File: src/rtl/lrt_pkg.sv
// ----------------------------------------------------------------------------
// LRU recency tracker package
// Operation and status codes and the control bundle broadcast to every cell.
// ----------------------------------------------------------------------------
package lrt_pkg;

  localparam int FRAME_BITS = 4;

  typedef logic [1:0] func_t;
  typedef logic [1:0] status_t;

  localparam func_t FUNC_TOUCH     = 2'd0;
  localparam func_t FUNC_REMOVE    = 2'd1;
  localparam func_t FUNC_SET_DIRTY = 2'd2;
  localparam func_t FUNC_CLR_DIRTY = 2'd3;

  localparam status_t STATUS_OK        = 2'd0;
  localparam status_t STATUS_NOT_FOUND = 2'd1;
  localparam status_t STATUS_FULL      = 2'd2;

  typedef struct packed {
    logic                  en;
    func_t                 func;
    logic [FRAME_BITS-1:0] frame;
    logic                  hit;
    logic                  full;
  } cell_ctl_t;

endpackage

File: src/rtl/lru_recency_tracker.sv
// ----------------------------------------------------------------------------
// LRU recency tracker
// Recency-ordered list of buffer frames held in a row of cells; reports the
// least recently used entry as the victim after every operation.
// ----------------------------------------------------------------------------
// Result path: the cell update, then the victim select into the output
//   register, where the result waits while m_axis_tready is low.
// Throughput: one operation per cycle while m_axis_tready does not stall the
//   output; the cell row compares and shifts at once, so it sets the rate.
// Reset: clears every cell's valid bit and both pipeline stages.
module lru_recency_tracker #(
  parameter int ENTRIES   = 16,
  parameter int PAGE_BITS = 20
) (
  input  logic                                               clk,
  input  logic                                               rst,
  input  logic                                               s_axis_tvalid,
  output logic                                               s_axis_tready,
  // frame, page
  input  logic [((lrt_pkg::FRAME_BITS + PAGE_BITS + 7) / 8) * 8 - 1:0] s_axis_tdata,
  // func
  input  lrt_pkg::func_t                                     s_axis_tuser,
  output logic                                               m_axis_tvalid,
  input  logic                                               m_axis_tready,
  // status, hit, victim_valid, victim_frame, victim_page, victim_dirty
  output logic [((lrt_pkg::FRAME_BITS + PAGE_BITS + 12) / 8) * 8 - 1:0] m_axis_tdata
);
  import lrt_pkg::*;

  localparam int OUT_W = ((FRAME_BITS + PAGE_BITS + 12) / 8) * 8;

  logic                  accept;
  logic                  load;
  func_t                 func;
  logic [FRAME_BITS-1:0] in_frame;
  logic [PAGE_BITS-1:0]  in_page;
  logic                  hit;
  logic                  full;
  cell_ctl_t             ctl;

  logic [ENTRIES-1:0]    c_valid;
  logic [FRAME_BITS-1:0] c_frame [ENTRIES];
  logic [PAGE_BITS-1:0]  c_page  [ENTRIES];
  logic [ENTRIES-1:0]    c_dirty;
  logic [ENTRIES-1:0]    match;
  logic [ENTRIES:0]      above;
  logic [ENTRIES-1:0]    tail;

  logic [PAGE_BITS-1:0]  hit_page;
  logic                  hit_dirty;
  logic [PAGE_BITS-1:0]  head_page;
  logic                  head_dirty;

  logic                  pend;
  status_t               st_status;
  status_t               st_status_next;
  logic                  st_hit;

  logic [FRAME_BITS-1:0] v_frame;
  logic [PAGE_BITS-1:0]  v_page;
  logic                  v_dirty;
  logic [OUT_W-1:0]      out_word;

  assign accept   = s_axis_tvalid && s_axis_tready;
  assign func     = s_axis_tuser;
  assign in_frame = s_axis_tdata[FRAME_BITS-1:0];
  assign in_page  = s_axis_tdata[FRAME_BITS +: PAGE_BITS];

  assign above[0] = 1'b0;
  assign hit      = above[ENTRIES];
  assign full     = c_valid[ENTRIES-1];

  assign ctl.en    = accept;
  assign ctl.func  = func;
  assign ctl.frame = in_frame;
  assign ctl.hit   = hit;
  assign ctl.full  = full;

  always_comb begin
    hit_page  = '0;
    hit_dirty = 1'b0;
    for (int i = 0; i < ENTRIES; i++) begin
      hit_page  = hit_page | (c_page[i] & {PAGE_BITS{match[i]}});
      hit_dirty = hit_dirty | (c_dirty[i] & match[i]);
    end
  end

  assign head_page  = hit ? hit_page : in_page;
  assign head_dirty = hit ? hit_dirty : 1'b0;

  for (genvar i = 0; i < ENTRIES; i++) begin : g_cell
    logic                  p_valid;
    logic [FRAME_BITS-1:0] p_frame;
    logic [PAGE_BITS-1:0]  p_page;
    logic                  p_dirty;
    logic                  n_valid;
    logic [FRAME_BITS-1:0] n_frame;
    logic [PAGE_BITS-1:0]  n_page;
    logic                  n_dirty;

    if (i == 0) begin : g_head
      assign p_valid = 1'b1;
      assign p_frame = in_frame;
      assign p_page  = head_page;
      assign p_dirty = head_dirty;
    end else begin : g_mid
      assign p_valid = c_valid[i-1];
      assign p_frame = c_frame[i-1];
      assign p_page  = c_page[i-1];
      assign p_dirty = c_dirty[i-1];
    end

    if (i == ENTRIES - 1) begin : g_last
      assign n_valid = 1'b0;
      assign n_frame = '0;
      assign n_page  = '0;
      assign n_dirty = 1'b0;
      assign tail[i] = c_valid[i];
    end else begin : g_inner
      assign n_valid = c_valid[i+1];
      assign n_frame = c_frame[i+1];
      assign n_page  = c_page[i+1];
      assign n_dirty = c_dirty[i+1];
      assign tail[i] = c_valid[i] && !c_valid[i+1];
    end

    lrt_cell #(
      .PAGE_BITS (PAGE_BITS)
    ) u_cell (
      .clk        (clk),
      .rst        (rst),
      .ctl        (ctl),
      .prev_valid (p_valid),
      .prev_frame (p_frame),
      .prev_page  (p_page),
      .prev_dirty (p_dirty),
      .next_valid (n_valid),
      .next_frame (n_frame),
      .next_page  (n_page),
      .next_dirty (n_dirty),
      .before_in  (above[i]),
      .before_out (above[i+1]),
      .match      (match[i]),
      .valid      (c_valid[i]),
      .frame      (c_frame[i]),
      .page       (c_page[i]),
      .dirty      (c_dirty[i])
    );
  end

  always_comb begin
    st_status_next = STATUS_OK;
    if (func == FUNC_TOUCH && !hit && full) begin
      st_status_next = STATUS_FULL;
    end else if (func == FUNC_REMOVE && !hit) begin
      st_status_next = STATUS_NOT_FOUND;
    end
  end

  always_comb begin
    v_frame = '0;
    v_page  = '0;
    v_dirty = 1'b0;
    for (int i = 0; i < ENTRIES; i++) begin
      v_frame = v_frame | (c_frame[i] & {FRAME_BITS{tail[i]}});
      v_page  = v_page | (c_page[i] & {PAGE_BITS{tail[i]}});
      v_dirty = v_dirty | (c_dirty[i] & tail[i]);
    end
  end

  always_comb begin
    out_word                                 = '0;
    out_word[1:0]                            = st_status;
    out_word[2]                              = st_hit;
    out_word[3]                              = c_valid[0];
    out_word[4 +: FRAME_BITS]                = v_frame;
    out_word[4 + FRAME_BITS +: PAGE_BITS]    = v_page;
    out_word[4 + FRAME_BITS + PAGE_BITS]     = v_dirty;
  end

  assign load          = pend && (!m_axis_tvalid || m_axis_tready);
  assign s_axis_tready = !pend || load;

  always_ff @(posedge clk) begin
    if (rst) begin
      pend          <= 1'b0;
      m_axis_tvalid <= 1'b0;
    end else begin
      if (accept) begin
        pend <= 1'b1;
      end else if (load) begin
        pend <= 1'b0;
      end
      if (load) begin
        m_axis_tvalid <= 1'b1;
      end else if (m_axis_tready) begin
        m_axis_tvalid <= 1'b0;
      end
    end
  end

  always_ff @(posedge clk) begin
    if (accept) begin
      st_status <= st_status_next;
      st_hit    <= hit;
    end
    if (load) begin
      m_axis_tdata <= out_word;
    end
  end

  a_valid_contiguous: assert property (@(posedge clk) disable iff (rst)
    (c_valid & (c_valid + 1'b1)) == '0)
    else $error("valid cells not contiguous from the head");

  a_frame_unique: assert property (@(posedge clk) disable iff (rst)
    $onehot0(match))
    else $error("frame present in more than one cell");

  a_insert_head: assert property (@(posedge clk) disable iff (rst)
    accept && func == FUNC_TOUCH && !hit && !full |=>
      c_valid[0] && c_frame[0] == $past(in_frame) && !c_dirty[0])
    else $error("insert did not place a clean frame at the head");

  a_remove_count: assert property (@(posedge clk) disable iff (rst)
    accept && func == FUNC_REMOVE && hit |=>
      $countones(c_valid) + 1 == $past($countones(c_valid)))
    else $error("remove did not drop exactly one entry");

  a_touch_hit_count: assert property (@(posedge clk) disable iff (rst)
    accept && func == FUNC_TOUCH && hit |=>
      $countones(c_valid) == $past($countones(c_valid)) &&
      c_frame[0] == $past(in_frame))
    else $error("touch of a present frame changed the entry count");

endmodule

File: src/rtl/lrt_cell.sv
// ----------------------------------------------------------------------------
// LRU recency tracker cell
// One list entry: compares its frame, passes the found-above flag down the
// chain and shifts toward its upper or lower neighbor on touch or remove.
// ----------------------------------------------------------------------------
module lrt_cell #(
  parameter int PAGE_BITS = 20
) (
  input  logic                          clk,
  input  logic                          rst,
  input  lrt_pkg::cell_ctl_t            ctl,
  input  logic                          prev_valid,
  input  logic [lrt_pkg::FRAME_BITS-1:0] prev_frame,
  input  logic [PAGE_BITS-1:0]          prev_page,
  input  logic                          prev_dirty,
  input  logic                          next_valid,
  input  logic [lrt_pkg::FRAME_BITS-1:0] next_frame,
  input  logic [PAGE_BITS-1:0]          next_page,
  input  logic                          next_dirty,
  input  logic                          before_in,
  output logic                          before_out,
  output logic                          match,
  output logic                          valid,
  output logic [lrt_pkg::FRAME_BITS-1:0] frame,
  output logic [PAGE_BITS-1:0]          page,
  output logic                          dirty
);
  import lrt_pkg::*;

  logic                  valid_next;
  logic [FRAME_BITS-1:0] frame_next;
  logic [PAGE_BITS-1:0]  page_next;
  logic                  dirty_next;
  logic                  take_prev;
  logic                  take_next;

  assign match      = valid && (frame == ctl.frame);
  assign before_out = before_in | match;

  always_comb begin
    take_prev  = 1'b0;
    take_next  = 1'b0;
    valid_next = valid;
    frame_next = frame;
    page_next  = page;
    dirty_next = dirty;
    if (ctl.en) begin
      unique case (ctl.func)
        FUNC_TOUCH: begin
          take_prev = ctl.hit ? !before_in : !ctl.full;
        end
        FUNC_REMOVE: begin
          take_next = ctl.hit && before_out;
        end
        FUNC_SET_DIRTY: begin
          if (match) begin
            dirty_next = 1'b1;
          end
        end
        FUNC_CLR_DIRTY: begin
          if (match) begin
            dirty_next = 1'b0;
          end
        end
      endcase
    end
    if (take_prev) begin
      valid_next = prev_valid;
      frame_next = prev_frame;
      page_next  = prev_page;
      dirty_next = prev_dirty;
    end else if (take_next) begin
      valid_next = next_valid;
      frame_next = next_frame;
      page_next  = next_page;
      dirty_next = next_dirty;
    end
  end

  always_ff @(posedge clk) begin
    if (rst) begin
      valid <= 1'b0;
    end else begin
      valid <= valid_next;
    end
  end

  always_ff @(posedge clk) begin
    frame <= frame_next;
    page  <= page_next;
    dirty <= dirty_next;
  end

endmodule
File: config.mk
export PLATFORM = sky130hd
export DESIGN_NAME = lru_recency_tracker
export DESIGN_NICKNAME = d
export VERILOG_FILES = /design/src/rtl/lrt_pkg.sv /design/src/rtl/lru_recency_tracker.sv /design/src/rtl/lrt_cell.sv
export SDC_FILE = /design/constraint.sdc
export NUM_CORES = 1
export LEC_CHECK = 0
export BUFFER_PORTS_ARGS = -buffer_cell sky130_fd_sc_hd__buf_4
export CELL_PAD_IN_SITES_DETAIL_PLACEMENT = 1
export CELL_PAD_IN_SITES_GLOBAL_PLACEMENT = 2
export CORE_MARGIN = 4
export CORE_UTILIZATION = 41
export CTS_CLUSTER_SIZE = 10
export DETAILED_ROUTE_END_ITERATION = 7
export PLACE_DENSITY_LB_ADDON = 0.08
export SYNTH_ARGS = -nofsm -noshare
export SYNTH_HDL_FRONTEND = slang
export SYNTH_SLANG_ARGS = --single-unit
File: constraint.sdc
create_clock -name clk -period 3.55 [get_ports clk]
set_clock_uncertainty 0.2 [all_clocks]
set_input_delay 0 -clock clk [delete_from_list [all_inputs] [get_ports clk]]
set_output_delay 0 -clock clk [all_outputs]
set_load 0.005 [all_outputs]
==> flow_metrics.tcl <==
set metrics [dict create \
    p_leak_nw 9.96 \
    synth_edf_count 432 \
    total_power_mw 13.0 \
    place_ws_ps -154 \
    fin_util_pct 49.3 \
    p_switching_mw 3.34 \
    r2r_slack_ps 90 \
    vias_per_cell 7.17 \
    h-tree-depth 2 \
    cts_buffers 54 \
    firstDrtPassIters 6 \
    diodes 0 \
    ir_drop_mv 0.351 \
    holdCritPathClass "in2reg" \
    p_int_mw 9.61 \
    cts_tree "built" \
    place_congestion 0.899 \
    finalCritPeriodShare_pct 97.5 \
    yosys.area_share.xor_xnor_pct 2.31 \
    maxCapViolCount 0 \
    synth_seq_cells 450 \
    critPathLaunchType "register" \
    cp.arrival_ps 3550 \
    yosys.area_share.adder_pct 0 \
    pwr-share-seq_pct 48.7 \
    first_iter_violations 2692 \
    hpwlAfterDp_um 66800 \
    final_nets 1998 \
    cp-startpoint "g_cell[15].u_cell.frame[1]" \
    dieArea_um2 62800 \
    yosys.area_share.simple_pct 7.18 \
    wire_per_inst_um 39.6 \
    drive_above_1_share_pct 32.5 \
    grt_pass1_wl_um 154000 \
    netlist_instances 1816 \
    grt_pass1_vias 20302 \
    fillers 5708 \
    clockPowerShare_pct 39.6 \
    min_from "s_axis_tdata[17]" \
    overflow 0 \
    die_h_um 251 \
    tightest_slew_ps 1200 \
    r2r-start "g_cell[15].u_cell.frame[1]" \
    hold_viol_final 0 \
    fin_cells 2758 \
    start_util_pct 41.6 \
    p_per_area_nw_per_um2 453 \
    track_usage_pct 33.7 \
    cp-end-kind "register" \
    grt_max_degree 30 \
    port_buffers 60 \
    io_pins 64 \
    period_needed_ps 3460 \
    ant_nets 0 \
    worstSkewPairLatency_ps 610 \
    worst-setup-path-type "reg2reg" \
    critPathMaxFanout 15 \
    synth_area_um2 24100 \
    max-slew-margin-rel_pct 19.8 \
    place_inst 2646 \
    grt_antenna_before_repair 1 \
    r2r_cells 11 \
    setup_violations 0 \
    final_cell_mix "432 x edfxtp_1, 273 x mux2_2, 184 x a221oi_1, 182 x a22o_1, 181 x buf_4" \
    drv_slew 0 \
    crit_required_ps 3640 \
    whs_ps 89.8 \
    yosysSeqAreaShare_pct 55.3 \
    ys_types 58 \
    timing.final.ws_setup_ps 87.3 \
    max_freq_mhz 289 \
    clk_pin_slew_ps 60 \
    yosys_warnings 0 \
    die_w_um 251 \
    synth_top_flop_cell "edfxtp_1" \
    cts_buffer_depth 3 \
    root_buffer "clkbuf_16" \
    comb_power_share_pct 11.8 \
    synthToLayoutAreaGrowth_pct 18.6 \
    synth_top_family_by_area "compound AO/OA/AOI/OAI gates" \
    vias 19779 \
    clock_sinks 450 \
    status "complete, no violations" \
    min_to "g_cell[0].u_cell.page[13]" \
    core_um2 58000 \
    row_count 88 \
    holdPathStages 4 \
    syn_area_per_cell_um2 13.3 \
    post_synth_mux_area_share_pct 15.3 \
    synth-compound-area-share_pct 16.8 \
    rsz0062_at_grt "false" \
    sw_frac_of_total_pct 25.8 \
    r2r_end "g_cell[6].u_cell.page[7]" \
    layout_commonest_cell "edfxtp_1" \
    drc_errors 0 \
    wl_um 109000 \
    synthArstFlopShare_pct 0 \
]
## repair_timing
item,CTS,global route
hold buffers,31,0
hold endpoints to repair,63,0
buffers inserted,0,0
pin swaps,0,1
resized for setup,2,2
setup endpoints to repair,104,4
## sequential cells by signal (all words and copies together), names as in the netlist
register and flops:
g_cell.u_cell.page 320, g_cell.u_cell.frame 64, m_axis_tdata 29, g_cell.u_cell.dirty 16, g_cell.u_cell.valid 16, st_status 2
m_axis_tvalid 1, pend 1, st_hit 1
## per-layer routing
metal / share of wire [%] / global-route usage, % / up-vias
met2: 44 / 51.4 / 1485
met4: 5.1 / 13.8 / 0
met1: 39 / 45.6 / 10199
met5: 0 / 0 / -
li1: - / - / 7691
met3: 12 / 9.23 / 404
## power groups by stage
stage | sequential [mW] | combinational (mW) | clock [mW]
floorplan | 6.32 | 0.772 | 0
global route | 6.32 | 1.57 | 5.42
CTS | 6.29 | 1.48 | 5.20
global placement | 6.40 | 1.43 | 0
finish | 6.30 | 1.53 | 5.12
detailed placement | 6.40 | 1.45 | 0
## synth_stat cells (all sizes together), types with 11 or more instances
| cell type | count | share of area [%] |
|---|---|---|
| dfxtp | 18 | 1.5 |
| nand4 | 50 | 1.3 |
| a211oi | 11 | 0.45 |
| nor2b | 19 | 0.49 |
| buf | 49 | 1.4 |
| and2 | 26 | 0.67 |
| nor4 | 19 | 1.0 |
| clkbuf | 103 | 1.6 |
| mux2i | 11 | 0.46 |
| a21oi | 35 | 0.73 |
| nand2 | 153 | 2.4 |
| mux2 | 314 | 15 |
| a221oi | 184 | 6.7 |
| o221a | 14 | 0.65 |
| inv | 12 | 0.19 |
| nor2 | 23 | 0.36 |
| o21ai | 40 | 0.83 |
| edfxtp | 432 | 54 |
| xor2 | 45 | 1.7 |
| xnor2 | 16 | 0.58 |
| a22o | 182 | 6.6 |
| nand3 | 11 | 0.25 |
## through the flow
step	area, um^2	TNS [ps]
3_5_place_dp	26700	-6440
5_1_grt	28600	0
2_1_floorplan	24100	0
4_1_cts	28600	0
3_3_place_gp	26700	-8760
6_report	28600	0
## critical path, cell delays in order, from the launching register on
cell and delay (ps):
edfxtp_1 550, xor2_1 200, nor4_1 230, buf_4 190, nor2b_1 80, nor3b_2 200, and2_2 300, a2111oi_4 420
buf_4 290, inv_1 100, nand2_2 120, buf_12 230
## logic make-up (layout without fill, tap and decap cells)
| kind of cell | Yosys count | count (layout) |
|---|---|---|
| other cells | 1 | 3 |
| flops | 450 | 450 |
| xor+xnor | 61 | 61 |
| mux | 325 | 325 |
| buf+inv | 164 | 339 |
| simple gates | 326 | 326 |
| compound gates | 489 | 489 |
## area by class of cell
class                      count  area (um^2)  area share [%]
inverter                      12         45.0           0.157
tap                          765          957            3.35
sequential                   450        13300            46.6
clock buffer                  72         1470            5.14
multi-input combinational   1204        10400            36.3
timing repair buffer         246         2350            8.21
clock inverter                 9         67.6           0.236
## how the worst max path moves through the flow
stage                                      end  slack, ps  depth (start not counted)
floorplan           g_cell[11].u_cell.frame[0]         60                          9
global placement     g_cell[5].u_cell.page[12]       -180                          9
detailed placement   g_cell[5].u_cell.page[12]       -150                          9
CTS                 g_cell[14].u_cell.page[14]        150                         10
global route         g_cell[0].u_cell.page[12]       0.06                          8
finish                g_cell[6].u_cell.page[7]         90                         11
Note: power is estimated with default switching activity, not from simulation.
